`config.mk`:
```
export PLATFORM = sky130hd
export DESIGN_NAME = utx_queue
export DESIGN_NICKNAME = d
export VERILOG_FILES = /design/src/sv/utx_pkg.sv /design/src/sv/utx_queue.sv
export SDC_FILE = /design/constraint.sdc
export NUM_CORES = 1
export LEC_CHECK = 0
export ABC_CLOCK_PERIOD_IN_PS = 2900
export BUFFER_PORTS_ARGS = -buffer_cell sky130_fd_sc_hd__buf_2
export CORE_MARGIN = 3
export CORE_UTILIZATION = 26
export DETAILED_ROUTE_END_ITERATION = 12
export PLACE_DENSITY_LB_ADDON = 0.2
export SLEW_MARGIN = 10
export SYNTH_ARGS = -nofsm -noshare
export SYNTH_HDL_FRONTEND = slang
export SYNTH_SLANG_ARGS = --single-unit
```
`constraint.sdc`:
```
create_clock -name clk_i -period 2.9 [get_ports clk_i]
set_input_delay 0.29 -clock clk_i [delete_from_list [all_inputs] [get_ports clk_i]]
set_output_delay 0.29 -clock clk_i [all_outputs]
set_load 0.01 [all_outputs]
```
`src/sv/utx_pkg.sv`:
```
// Package for the UTF-16/UTF-32 to UTF-8 transcoder.
// Holds the status codes, code point constants and the queue word type.
`timescale 1ns / 1ps

package utx_pkg;

  typedef enum logic [2:0] {
    ST_OK        = 3'd0,
    ST_TRUNCATED = 3'd1,
    ST_BAD_PAIR  = 3'd2,
    ST_LONE_LOW  = 3'd3,
    ST_INVALID   = 3'd4
  } status_e;

  localparam logic [15:0] SurHiFirst   = 16'hD800;
  localparam logic [15:0] SurHiLast    = 16'hDBFF;
  localparam logic [15:0] SurLoFirst   = 16'hDC00;
  localparam logic [15:0] SurLoLast    = 16'hDFFF;
  localparam logic [20:0] SuppBase     = 21'h10000;
  localparam logic [31:0] MaxCodePoint = 32'h0010FFFF;

  localparam logic [7:0] Lead2    = 8'hC0;
  localparam logic [7:0] Lead3    = 8'hE0;
  localparam logic [7:0] Lead4    = 8'hF0;
  localparam logic [7:0] ContMark = 8'h80;
  localparam logic [5:0] ContMask = 6'h3F;

  // One queue word: a code point to encode, or an error (cp zero, one byte).
  typedef struct packed {
    logic [20:0] cp;
    logic [1:0]  last_idx;  // byte count minus one
    logic        eot;
    status_e     status;
  } job_t;

  function automatic logic [1:0] utf8_last_idx(input logic [20:0] cp);
    logic [1:0] n;
    if (cp <= 21'h7F) begin
      n = 2'd0;
    end else if (cp <= 21'h7FF) begin
      n = 2'd1;
    end else if (cp <= 21'hFFFF) begin
      n = 2'd2;
    end else begin
      n = 2'd3;
    end
    return n;
  endfunction

endpackage

```
`src/sv/utx_queue.sv`:
```
// Small word queue between the front end and the byte emitter.
// Depends on utx_pkg for the word type.
`timescale 1ns / 1ps

module utx_queue import utx_pkg::*; #(
  parameter int Depth = 4
) (
  input  logic clk_i,
  input  logic rst_ni,
  input  logic push_i,
  input  job_t push_data_i,
  output logic ready_o,
  input  logic pop_i,
  output logic valid_o,
  output job_t data_o
);

  localparam int IdxW = (Depth > 1) ? $clog2(Depth) : 1;
  localparam int CntW = $clog2(Depth + 1);

  job_t            mem_q [Depth];
  logic [IdxW-1:0] wr_q, wr_d, rd_q, rd_d;
  logic [CntW-1:0] cnt_q, cnt_d;
  logic            do_push, do_pop;

  assign ready_o = cnt_q != CntW'(Depth);
  assign valid_o = cnt_q != '0;
  assign data_o  = mem_q[rd_q];

  always_comb begin
    do_push = push_i && ready_o;
    do_pop  = pop_i && valid_o;
    wr_d    = wr_q;
    rd_d    = rd_q;
    cnt_d   = cnt_q;
    if (do_push) begin
      wr_d = (wr_q == IdxW'(Depth - 1)) ? '0 : wr_q + IdxW'(1);
    end
    if (do_pop) begin
      rd_d = (rd_q == IdxW'(Depth - 1)) ? '0 : rd_q + IdxW'(1);
    end
    if (do_push && !do_pop) begin
      cnt_d = cnt_q + CntW'(1);
    end else if (do_pop && !do_push) begin
      cnt_d = cnt_q - CntW'(1);
    end
  end

  always_ff @(posedge clk_i) begin
    if (do_push) begin
      mem_q[wr_q] <= push_data_i;
    end
  end

  always_ff @(posedge clk_i or negedge rst_ni) begin
    if (!rst_ni) begin
      wr_q  <= '0;
      rd_q  <= '0;
      cnt_q <= '0;
    end else begin
      wr_q  <= wr_d;
      rd_q  <= rd_d;
      cnt_q <= cnt_d;
    end
  end

  assert property (@(posedge clk_i) disable iff (!rst_ni) push_i |-> ready_o)
    else $error("utx_queue: push while full");

  assert property (@(posedge clk_i) disable iff (!rst_ni) cnt_q <= CntW'(Depth))
    else $error("utx_queue: fill count out of range");

endmodule

```
==> flow_summary_export.csv <==
group,metric,value,unit
outcome,outcome,"finished, final reports clean",
worst_setup_path,endpoint_kind,"output pin",
timing,max_slew.worst_pin.slew,0.803,ns
power,p_leak,1.92,nW
synth,synth.cell_area,4330,um^2
clock_network,ctsHtreeMaxLevel,4,
final_layout,fillCellCount,1559,
global_route,first_global_vias,2181,
synth,netlist.area_leader.share,74.9,%
global_route,initial_antenna_violation_count,1,
synth,syn_nets,215,
placement,dp_hpwl,4.84,mm
final_layout,multi_input_area,866,um^2
worst_setup_path,critical_path_cell_count,3,
clock_network,cts_tree,"done",
worst_setup_path,r2r_slack,0.71,ns
synth,ys_ff_latch,115,
synth,synth_xor_area_share,0.607,%
worst_setup_path,worst_path_dominant_cell_family,"flip-flops",
timing,achievable-frequency,0.414,GHz
synth,synthDistinctLibCells,18,
timing,holdWs,0.112,ns
drt,routed.top_layer,"met5",
power,switching_power,1.62,mW
drt,detail_route.wirelength.met1,3.51,mm
synth,synth.largest_area_cell,"sky130_fd_sc_hd__edfxtp_1",
drt,detail_route.iter0.violations,94,
power,pwr_density_cell,1080,nW/um^2
worst_setup_path,crit_path_max_fanout,19,
floorplanning,die_y,135,um
worst_setup_path,timing.critical_path.slowest_stage_cell,"sky130_fd_sc_hd__dfrtp_2",
clock_network,clock_sink_count,115,
timing,postLayoutSetupSlackWorst,0.485,ns
global_route,grt.total_usage,9.54,%
floorplanning,placement_rows,46,
floorplanning,die-width,135,um
clock_network,post_cts_resized,0,
final_layout,sequential_cell_area,3420,um^2
drt,detailroute.via_count,1961,
placement,place_ws,0.719,ns
clock_network,clk-insertion-delay-late,0.40,ns
floorplanning,initial_core_util,26.9,%
timing,finalSetupViolations,0,
final_layout,n_diodes,0,
final_layout,drive_gt1_share,48.3,%
clock_network,cts_setup_buffers,0,
drt,met3WireLength,510,um
flow_run,cap_viol_max_count,0,
timing,timing.max_slew.rel_slack,46.4,%
synth,synth_top_family_by_area,"multiplexers",
power,p_sw_share,27.3,%
drt,route.detailed.vias_per_inst,4.08,
clock_network,post_cts_hold_buffer_count,1,
power,pwr-share-comb,25.9,%
drt,avgRoutedWirePerCell,17.0,um
floorplanning,boundaryPins,60,
worst_setup_path,timing.reg2reg.worst_path_depth,8,
worst_setup_path,worst_setup_path_endpoint,"data_o[10]",
timing,slew_violations,0,
worst_setup_path,cp-start-kind,"flop",
power,clkPwrFrac,33.7,%
min_path,hold_path_class,"primary input to flop",
synth,seq_area_frac_synth,78.9,%
worst_setup_path,timing.rr.end,"cnt_q[2]",
timing,min_period_over_period,83.3,%
drt,ant_nets,0,
final_layout,final_nets,290,
placement,io_buffers,59,
synth,post_synth_fa_ha_maj_area_fraction,2.20,%
drt,drt-pass1-iter-count,4,
worst_setup_path,worst-endpoint-required,2.61,ns
synth,synth_area_leaders,"sky130_fd_sc_hd__edfxtp_1 75%, sky130_fd_sc_hd__mux4_2 14%, sky130_fd_sc_hd__dfrtp_1 4.0%, sky130_fd_sc_hd__ha_1 1.7%, sky130_fd_sc_hd__mux2_2 0.78%",
final_layout,area.growth.synth_to_final,26.4,%
floorplanning,coreArea,16100,um^2
timing,setup-tns-final,0,ns
global_route,grt_max_degree,28,
synth,synth-simple-area-share,1.68,%
synth,synth_compound_area_share,0,%
drt,drt-total-wl,8.19,mm
synth,syn_avg_cell_area,24.5,um^2
worst_setup_path,critPathLaunch,"rd_q[0]",
clock_network,clock-root-buffer,"sky130_fd_sc_hd__clkbuf_16",
timing,final.setup_skew,0.00770,ns
drt,drcViolationCount,0,
floorplanning,floorplan.die_area,18200,um^2
worst_setup_path,worstPathArrival,2.12,ns
worst_setup_path,r2r-start,"cnt_q[1]",
timing,final_hold_viol_count,0,
power,vdd_drop_max,0.000349,V
clock_network,clock_tree.buffer_depth,2,
placement,routabilityCongestion,0.639,
final_layout,layout.cells.most_common,"sky130_fd_sc_hd__edfxtp_1",
worst_setup_path,max_stage_delay,0.80,ns
drt,met2RoutedLength,4.12,mm
timing,finalWorstPathRequiredPeriod,2.41,ns
power,intPower,4.29,mW
worst_setup_path,cell_breakdown_of_the_critical_path,"buf_12 > mux4_2 > buf_2",
clock_network,cts-buffers-inserted,17,
global_route,global_route_wire_length_before_repair,12.4,mm
synth,muxShareOfSynthArea,15.5,%
synth,count_of_synthesis_stage_warnings_from_yosys,0,
final_layout,mostFrequentLayoutCells,"108 x sky130_fd_sc_hd__edfxtp_1, 59 x sky130_fd_sc_hd__buf_2, 27 x sky130_fd_sc_hd__mux4_2",
worst_setup_path,criticalPathCategory,"flop to output pin",
timing,unrepaired_setup_endpoints_after_global_routing,"false",
synth,post_syn_instances,177,
global_route,grt_overflow_total,0,
clock_network,cts.clk_slew.worst_paths,0.05,ns
worst_setup_path,critPathBufInv,2,
power,seqPwrFrac,40.5,%
power,power,5.91,mW
==> worst register-to-register path, stage by stage, from the launching register on <==
cell	delay, ns
sky130_fd_sc_hd__dfrtp_1	0.41
sky130_fd_sc_hd__or3_2	0.51
sky130_fd_sc_hd__nand2_1	0.15
sky130_fd_sc_hd__ha_1	0.20
sky130_fd_sc_hd__inv_1	0.06
sky130_fd_sc_hd__fa_1	0.37
sky130_fd_sc_hd__xor2_1	0.17
sky130_fd_sc_hd__nor2_1	0.11
sky130_fd_sc_hd__xor2_1	0.15
==> worst min-delay path by stage <==
stage / start / to / slack [ns] / cells after the start
after floorplan: rst_ni / cnt_q[0] / -0.006 / 0
after global placement: rst_ni / wr_q[1] / 0.14 / 1
after detailed placement: rst_ni / wr_q[0] / 0.14 / 1
after CTS: push_data_i[19] / mem_q[0][19] / 0.09 / 1
after global routing: push_data_i[3] / mem_q[3][3] / 0.08 / 1
final: push_data_i[2] / mem_q[3][2] / 0.11 / 1
==> metal layers <==
layer | GRT usage, % | vias to the layer above
li1 | - | 896
met1 | 11.1 | 1008
met2 | 15.3 | 51
met3 | 4.21 | 4
met4 | 4.20 | 2
met5 | 0 | -
==> flip-flops by register name, indices dropped and copies added, names as in the netlist <==
signal  count
wr_q        2
mem_q     108
cnt_q       3
rd_q        2
==> logic make-up (layout without fill, tap and decap cells) <==
| family | count (synthesis) | after routing |
|---|---|---|
| flip-flops | 115 | 115 |
| multiplexers | 32 | 32 |
| AND/OR/NAND/NOR | 11 | 11 |
| buffers and inverters | 9 | 97 |
| adder cells (fa/ha/maj) | 7 | 7 |
| XOR/XNOR | 3 | 3 |
==> cells in the mapped netlist <==
cell / n
sky130_fd_sc_hd__dfrtp_1: 7
sky130_fd_sc_hd__fa_1: 1
sky130_fd_sc_hd__and2_4: 1
sky130_fd_sc_hd__mux4_2: 27
sky130_fd_sc_hd__or3b_4: 1
sky130_fd_sc_hd__ha_1: 6
sky130_fd_sc_hd__buf_2: 4
sky130_fd_sc_hd__nand2_1: 1
sky130_fd_sc_hd__nor2_1: 3
sky130_fd_sc_hd__buf_4: 2
sky130_fd_sc_hd__mux2_4: 2
sky130_fd_sc_hd__or3_2: 1
sky130_fd_sc_hd__and3_2: 4
sky130_fd_sc_hd__inv_1: 3
sky130_fd_sc_hd__mux2_2: 3
sky130_fd_sc_hd__xor2_1: 2
sky130_fd_sc_hd__xnor2_1: 1
sky130_fd_sc_hd__edfxtp_1: 108
==> cell type report <==
| type | count | share of cell area (%) |
|---|---|---|
| clock buffer | 17 | 7.77 |
| clock inverter | 15 | 2.68 |
| inverter | 3 | 0.206 |
| multi-input combinational | 53 | 15.8 |
| sequential | 115 | 62.5 |
| tap | 216 | 4.94 |
| timing repair buffer | 62 | 6.08 |
==> power groups by stage <==
stage          logic [mW]  registers [mW]  clock network, mW
4_1_cts              1.60            2.40               2.05
2_1_floorplan        1.09            2.31                  0
6_report             1.53            2.39               1.99
5_1_grt              1.68            2.44               2.14
3_5_place_dp         1.59            2.44                  0
3_3_place_gp         1.59            2.42                  0
==> per-stage QoR <==
stage / cell area, um^2 / utilization, % / instances
2_1_floorplan: 4330 / - / 177
3_3_place_gp: 4890 / 30.3 / 448
3_5_place_dp: 4890 / 30.3 / 448
4_1_cts: 5470 / 34.0 / 481
5_1_grt: 5470 / 34.0 / 481
6_report: 5470 / 34.0 / 481
Power figures use the tool's default switching activity.
