File: src/sv/utx_pkg.sv
// Package for the UTF-16/UTF-32 to UTF-8 transcoder.
// Holds the status codes, code point constants and the queue word type.
`timescale 1ns / 1ps

package utx_pkg;

  typedef enum logic [2:0] {
    ST_OK        = 3'd0,
    ST_TRUNCATED = 3'd1,
    ST_BAD_PAIR  = 3'd2,
    ST_LONE_LOW  = 3'd3,
    ST_INVALID   = 3'd4
  } status_e;

  localparam logic [15:0] SurHiFirst   = 16'hD800;
  localparam logic [15:0] SurHiLast    = 16'hDBFF;
  localparam logic [15:0] SurLoFirst   = 16'hDC00;
  localparam logic [15:0] SurLoLast    = 16'hDFFF;
  localparam logic [20:0] SuppBase     = 21'h10000;
  localparam logic [31:0] MaxCodePoint = 32'h0010FFFF;

  localparam logic [7:0] Lead2    = 8'hC0;
  localparam logic [7:0] Lead3    = 8'hE0;
  localparam logic [7:0] Lead4    = 8'hF0;
  localparam logic [7:0] ContMark = 8'h80;
  localparam logic [5:0] ContMask = 6'h3F;

  // One queue word: a code point to encode, or an error (cp zero, one byte).
  typedef struct packed {
    logic [20:0] cp;
    logic [1:0]  last_idx;  // byte count minus one
    logic        eot;
    status_e     status;
  } job_t;

  function automatic logic [1:0] utf8_last_idx(input logic [20:0] cp);
    logic [1:0] n;
    if (cp <= 21'h7F) begin
      n = 2'd0;
    end else if (cp <= 21'h7FF) begin
      n = 2'd1;
    end else if (cp <= 21'hFFFF) begin
      n = 2'd2;
    end else begin
      n = 2'd3;
    end
    return n;
  endfunction

endpackage

File: src/sv/utx_if.sv
// Channel interfaces of the transcoder: input word, output byte, mode write.
// Depends on utx_pkg for the status type.
`timescale 1ns / 1ps

interface utx_in_if;
  logic        valid;
  logic        ready;
  logic [31:0] code_unit;
  logic        end_of_text;

  modport source (output valid, code_unit, end_of_text, input ready);
  modport sink (input valid, code_unit, end_of_text, output ready);
endinterface


interface utx_cfg_if;
  logic valid;
  logic ready;
  logic input_mode;

  modport source (output valid, input_mode, input ready);
  modport sink (input valid, input_mode, output ready);
endinterface

File: src/sv/utx_front.sv
// Front end: accepts code units, tracks surrogate pairs and drop state,
// and pushes encode or error words into the queue. Depends on utx_pkg, utx_if.
`timescale 1ns / 1ps

module utx_front import utx_pkg::*; (
  input  logic      clk_i,
  input  logic      rst_ni,
  utx_in_if.sink    in_i,
  utx_cfg_if.sink   cfg_i,
  input  logic      q_ready_i,
  output logic      push_o,
  output job_t      job_o
);

  logic       mode_q;
  logic       pend_q, pend_d;
  logic [9:0] hb_q, hb_d;
  logic       disc_q, disc_d;

  logic        fire, eot;
  logic [15:0] unit16;
  logic        is_hi, is_lo, wide_bad;
  logic        err, enc;
  status_e     err_status;
  logic [20:0] cp;

  assign in_i.ready  = q_ready_i;
  assign cfg_i.ready = 1'b1;

  always_comb begin
    fire     = in_i.valid && in_i.ready;
    eot      = in_i.end_of_text;
    unit16   = in_i.code_unit[15:0];
    is_hi    = unit16 inside {[SurHiFirst:SurHiLast]};
    is_lo    = unit16 inside {[SurLoFirst:SurLoLast]};
    wide_bad = (in_i.code_unit > MaxCodePoint) ||
               (in_i.code_unit inside {[{16'h0, SurHiFirst}:{16'h0, SurLoLast}]});

    err        = 1'b0;
    enc        = 1'b0;
    err_status = ST_OK;
    cp         = {5'd0, unit16};
    pend_d     = pend_q;
    hb_d       = hb_q;
    disc_d     = disc_q;

    if (fire) begin
      if (disc_q) begin
        disc_d = !eot;
      end else if (mode_q) begin
        cp = in_i.code_unit[20:0];
        if (pend_q) begin
          err        = 1'b1;
          err_status = ST_BAD_PAIR;
        end else if (wide_bad) begin
          err        = 1'b1;
          err_status = ST_INVALID;
        end else begin
          enc = 1'b1;
        end
      end else if (pend_q) begin
        if (!is_lo) begin
          err        = 1'b1;
          err_status = ST_BAD_PAIR;
        end else begin
          enc    = 1'b1;
          cp     = SuppBase + {1'b0, hb_q, unit16[9:0]};
          pend_d = 1'b0;
          hb_d   = '0;
        end
      end else if (is_hi) begin
        if (eot) begin
          err        = 1'b1;
          err_status = ST_TRUNCATED;
        end else begin
          pend_d = 1'b1;
          hb_d   = unit16[9:0];
        end
      end else if (is_lo) begin
        err        = 1'b1;
        err_status = ST_LONE_LOW;
      end else begin
        enc = 1'b1;
      end
    end

    if (err) begin
      pend_d = 1'b0;
      hb_d   = '0;
      disc_d = !eot;
    end

    push_o          = err || enc;
    job_o.cp        = err ? '0 : cp;
    job_o.last_idx  = err ? 2'd0 : utf8_last_idx(cp);
    job_o.eot       = err ? 1'b1 : eot;
    job_o.status    = err_status;
  end

  always_ff @(posedge clk_i or negedge rst_ni) begin
    if (!rst_ni) begin
      mode_q <= 1'b0;
      pend_q <= 1'b0;
      hb_q   <= '0;
      disc_q <= 1'b0;
    end else begin
      if (cfg_i.valid && cfg_i.ready) begin
        mode_q <= cfg_i.input_mode;
      end
      pend_q <= pend_d;
      hb_q   <= hb_d;
      disc_q <= disc_d;
    end
  end

  // a held surrogate is dropped whenever an error starts discarding
  assert property (@(posedge clk_i) disable iff (!rst_ni) !(pend_q && disc_q))
    else $error("utx_front: surrogate held while discarding");

endmodule

File: src/flat_wrapper.sv
// flat-port wrapper written by rule: the top's interface ports become plain ports
module utx_front_flat import utx_pkg::*;
  (clk_i, rst_ni, q_ready_i, push_o, job_o, in_i_valid, in_i_code_unit, in_i_end_of_text, in_i_ready, cfg_i_valid, cfg_i_input_mode, cfg_i_ready);
  utx_in_if in_i_i ();
  utx_cfg_if cfg_i_i ();
  input  logic clk_i;
  input  logic rst_ni;
  input  logic q_ready_i;
  output logic push_o;
  output job_t job_o;
  input wire logic [$bits(in_i_i.valid)-1:0] in_i_valid;
  input wire logic [$bits(in_i_i.code_unit)-1:0] in_i_code_unit;
  input wire logic [$bits(in_i_i.end_of_text)-1:0] in_i_end_of_text;
  output wire logic [$bits(in_i_i.ready)-1:0] in_i_ready;
  input wire logic [$bits(cfg_i_i.valid)-1:0] cfg_i_valid;
  input wire logic [$bits(cfg_i_i.input_mode)-1:0] cfg_i_input_mode;
  output wire logic [$bits(cfg_i_i.ready)-1:0] cfg_i_ready;
  assign in_i_i.valid = in_i_valid;
  assign in_i_i.code_unit = in_i_code_unit;
  assign in_i_i.end_of_text = in_i_end_of_text;
  assign in_i_ready = in_i_i.ready;
  assign cfg_i_i.valid = cfg_i_valid;
  assign cfg_i_i.input_mode = cfg_i_input_mode;
  assign cfg_i_ready = cfg_i_i.ready;
  utx_front u_core (.clk_i(clk_i), .rst_ni(rst_ni), .in_i(in_i_i), .cfg_i(cfg_i_i), .q_ready_i(q_ready_i), .push_o(push_o), .job_o(job_o));
endmodule
File: config.mk
export PLATFORM = sky130hd
export DESIGN_NAME = utx_front_flat
export DESIGN_NICKNAME = d
export VERILOG_FILES = /design/src/sv/utx_pkg.sv /design/src/sv/utx_if.sv /design/src/sv/utx_front.sv /design/src/flat_wrapper.sv
export SDC_FILE = /design/constraint.sdc
export NUM_CORES = 1
export LEC_CHECK = 0
export BUFFER_PORTS_ARGS = -buffer_cell sky130_fd_sc_hd__clkbuf_2
export CORE_UTILIZATION = 47
export CTS_BUF_LIST = sky130_fd_sc_hd__clkbuf_4 sky130_fd_sc_hd__clkbuf_8 sky130_fd_sc_hd__clkbuf_16
export DETAILED_ROUTE_END_ITERATION = 10
export GPL_ROUTABILITY_DRIVEN = 0
export GPL_TIMING_DRIVEN = 0
export PLACE_DENSITY = 0.85
export SLEW_MARGIN = 20
export SYNTH_ARGS = -nofsm -noshare
export SYNTH_HDL_FRONTEND = slang
export SYNTH_SLANG_ARGS = --single-unit
export TNS_END_PERCENT = 30
File: constraint.sdc
create_clock -name clk_i -period 3.36 [get_ports clk_i]
set_input_delay 0.336 -clock clk_i [delete_from_list [all_inputs] [get_ports clk_i]]
set_output_delay 0.336 -clock clk_i [all_outputs]
set_load 0.01 [all_outputs]
==> qor.yml <==
status:
  outcome: "complete, no violations"
critical_path:
  endpoint_of_the_lowest_slack_register_to_register_path: "u_core.hb_q[4]"
  rr_startpoint: "u_core.disc_q"
  crit_fanout: 9
  r2r_setup_slack_ns: 1.20
  worstSetupStartpointType: "register"
  cp_data_required_time_ns: 3.02
  reg2regPathDepth: 5
  crit_path_end_kind: "output port"
  critPathKind: "register to output port"
  worst-endpoint-arrival_ns: 2.41
route:
  drc: 0
  drt-pass1-iter-count: 4
  wl_per_cell_um: 13.6
  route.final.wire_length_mm: 3.36
  via_count: 1394
  routed_via_density: 5.62
  initialDrtViolationCount: 16
  antenna_left: 0
sta:
  finalHoldViolations: 0
  timing.final.max_slew_violations: 0
  skew_ns: 0.00302
  peak_freq_ghz: 0.364
  final.min_clock_period_ns: 2.75
  maxSlewHeadroom_pct: 56.9
  setup_tns_ns: 0
  timing_worst_slew_pin_value_ns: 0.641
  unrepaired_setup_endpoints_after_global_routing: "no"
  finalCritPeriodShare_pct: 81.8
  setup_viol: 0
global_route:
  global_route.usage.met2_pct: 47.6
  grt.met3_usage_pct: 2.63
  gr-usage-all-layers_pct: 26.3
  antenna_found_initial: 0
  grt_first_pass_wirelength_mm: 5.31
  via_count_of_the_first_global_routing_pass: 1323
  global_route.peak_usage_layer: "met2"
  global_route.usage.met1_pct: 30.9
  globalRoute.totalOverflow: 0
  grt_start_max_net_pins: 14
power_and_ir_drop:
  power.share.combinational_pct: 33.9
  internal_power_uw: 276
  power.share.switching_pct: 33.0
  static-leakage-power_nw: 0.753
  power_per_cell_area_nw_per_um2: 259
  irDropWorstVdd_uv: 269
  seq_power_share_pct: 39.8
  p_switching_uw: 135
  share_clk_of_total_power_pct: 26.3
placement:
  placed_cells: 243
  port-buffer-count: 67
  dp_hpwl_mm: 2.71
  placedInstanceArea_sq_um: 1550
die:
  dieArea_sq_um: 2710
  fp.dieW_um: 52.1
  design.portCount: 69
  rows: 17
  core_region_sq_um: 2300
  die_h_um: 52.1
  floorplan.initialDensity_pct: 51.3
clocking:
  tritoncts_buffers: 3
  clock-sinks: 13
  clock_latency_ns: 0.28
  longest_clk_path_bufs: 2
  post-cts-setup-buffers: 0
  htreeDepth: 1
  clock-root-buffer: "sky130_fd_sc_hd__clkbuf_4"
  cts.clk_slew.worst_paths_ns: 0.08
  tritoncts: "built"
yosys:
  dominant_combinational_cell_family_by_area_after_synthesis: "simple AND/OR/NAND/NOR gates"
  yosys.area_share.simple_pct: 39.8
  synth_area_per_cell_sq_um: 7.96
  mappedNetlistArea_sq_um: 1180
  synth-xor-area-share_pct: 2.23
  ys_seq_area_share_pct: 27.6
  postSynth.topFlopCell: "sky130_fd_sc_hd__dfrtp_1"
  synth-edff-count: 0
  ys_types: 43
  synth.yosys.warnings: 0
  async_sr_flop_fraction_pct: 100
  synthesis.instances: 148
  synth_net_count: 188
  synth-seq-cells: 13
  post_synth_mux_area_share_pct: 5.20
  synthAdderAreaFrac_pct: 1.06
  synth_compound_gate_area_share_pct: 18.8
final_layout:
  area_growth_pct: 34.8
  final-instance-count-excl-fill: 248
  fin_area_sq_um: 1590
  utilization_pct: 69.2
  drive_gt1_share_pct: 40.5
  insertedDiodeCount: 0
  finalNetCount: 261
worst_hold_path:
  whs_endpoint: "u_core.hb_q[6]"
  hold_sp: "in_i_code_unit[6]"
  min_delay_path_depth: 3
  holdCritPathClass: "primary input to register"
run:
  max-cap-violations: 0
## cell families (layout without fill, tap and decap cells)
kind of cell / after synthesis / in the layout
AO/OA/AOI/OAI: 31 / 31
buffers and inverters: 10 / 82
multiplexers: 6 / 6
other: 1 / 1
adder cells (fa/ha/maj): 1 / 1
flip-flops: 13 / 13
XOR/XNOR: 3 / 3
AND/OR/NAND/NOR: 83 / 83
## through the flow
stage	hold WS, ns	power [mW]	worst slack [ns]
after floorplan	0.0404	0.241	1.12
after global placement	0.244	0.301	0.766
after detailed placement	0.249	0.305	0.739
after CTS	0.285	0.412	0.605
after global routing	0.286	0.436	0.511
final	0.284	0.411	0.611
## cell usage after synthesis, types with 2 or more instances
cell type	count	share of area [%]
sky130_fd_sc_hd__nand3b_2	2	1.9
sky130_fd_sc_hd__nor4_4	2	3.6
sky130_fd_sc_hd__nor4_1	7	3.7
sky130_fd_sc_hd__nand2_1	18	5.7
sky130_fd_sc_hd__a31oi_1	2	1.1
sky130_fd_sc_hd__clkbuf_1	3	0.96
sky130_fd_sc_hd__dfrtp_1	13	28
sky130_fd_sc_hd__nand3_1	12	5.1
sky130_fd_sc_hd__buf_4	3	1.9
sky130_fd_sc_hd__nor2b_1	9	4.8
sky130_fd_sc_hd__buf_2	2	0.85
sky130_fd_sc_hd__nor3_1	5	2.1
sky130_fd_sc_hd__a21oi_2	3	2.2
sky130_fd_sc_hd__mux2i_1	5	4.2
sky130_fd_sc_hd__xnor2_1	2	1.5
sky130_fd_sc_hd__o41ai_1	2	1.5
sky130_fd_sc_hd__a21oi_1	16	6.8
sky130_fd_sc_hd__nor2_1	17	5.4
## cell type report
class | count | area [sq um]
clock buffers | 4 | 30.0
repair buffers | 68 | 345
plain buffers | 9 | 55.1
well taps | 28 | 35.0
fillers | 201 | 708
flip-flops and latches | 13 | 325
multi-input cells | 125 | 795
inverters | 1 | 3.75
## routing by layer
metal	vias to the layer above	wire, um
li1	690	-
met1	639	1400
met2	58	1700
met3	7	208
met4	0	53
met5	-	0
## critical path, stage by stage (launching register included)
cell                       delay (ns)
sky130_fd_sc_hd__dfrtp_1         0.39
sky130_fd_sc_hd__nand3b_2        0.35
sky130_fd_sc_hd__nor4_4          0.62
sky130_fd_sc_hd__mux2i_1         0.19
sky130_fd_sc_hd__a211o_1         0.30
sky130_fd_sc_hd__a21oi_2         0.13
sky130_fd_sc_hd__clkbuf_2        0.13
## power groups by stage
stage | registers [mW] | logic (mW) | clock network [mW]
finish | 0.164 | 0.139 | 0.108
global route | 0.164 | 0.153 | 0.119
CTS | 0.164 | 0.140 | 0.109
detailed placement | 0.167 | 0.138 | 0
global placement | 0.167 | 0.135 | 0
floorplan | 0.166 | 0.0752 | 0
## registers in the layout, indices dropped and copies added, names as in the netlist
signal / cells
u_core.hb_q: 10
u_core.pend_q: 1
u_core.disc_q: 1
u_core.mode_q: 1
## worst max-delay path by stage
stage / depth (start not counted) / endpoint / start / slack [ns]
6_report: 6 / job_o[4] / u_core.disc_q / 0.61
5_1_grt: 7 / job_o[21] / u_core.mode_q / 0.51
4_1_cts: 6 / job_o[4] / u_core.disc_q / 0.60
3_5_place_dp: 8 / job_o[23] / in_i_code_unit[13] / 0.74
3_3_place_gp: 8 / job_o[16] / in_i_code_unit[13] / 0.77
2_1_floorplan: 6 / job_o[3] / in_i_code_unit[18] / 1.12
## cell usage in the layout, fill, tap and decap left out, types with 2 or more instances in the layout
master,count
sky130_fd_sc_hd__a21oi_1,16
sky130_fd_sc_hd__a21oi_2,3
sky130_fd_sc_hd__a31oi_1,2
sky130_fd_sc_hd__buf_2,2
sky130_fd_sc_hd__buf_4,3
sky130_fd_sc_hd__clkbuf_1,3
sky130_fd_sc_hd__clkbuf_2,67
sky130_fd_sc_hd__clkbuf_4,4
sky130_fd_sc_hd__dfrtp_1,13
sky130_fd_sc_hd__mux2i_1,5
sky130_fd_sc_hd__nand2_1,18
sky130_fd_sc_hd__nand3_1,12
sky130_fd_sc_hd__nand3b_2,2
sky130_fd_sc_hd__nor2_1,17
sky130_fd_sc_hd__nor2b_1,9
sky130_fd_sc_hd__nor3_1,5
sky130_fd_sc_hd__nor4_1,7
sky130_fd_sc_hd__nor4_4,2
sky130_fd_sc_hd__o41ai_1,2
sky130_fd_sc_hd__xnor2_1,2
## timing repair
| item | CTS | global route |
|---|---|---|
| setup endpoints to repair | 0 | 0 |
| gates resized for setup | 0 | 0 |
| hold buffers | 1 | 0 |
| endpoints found under the hold margin | 13 | 0 |
Note: power is estimated with default switching activity, not from simulation.
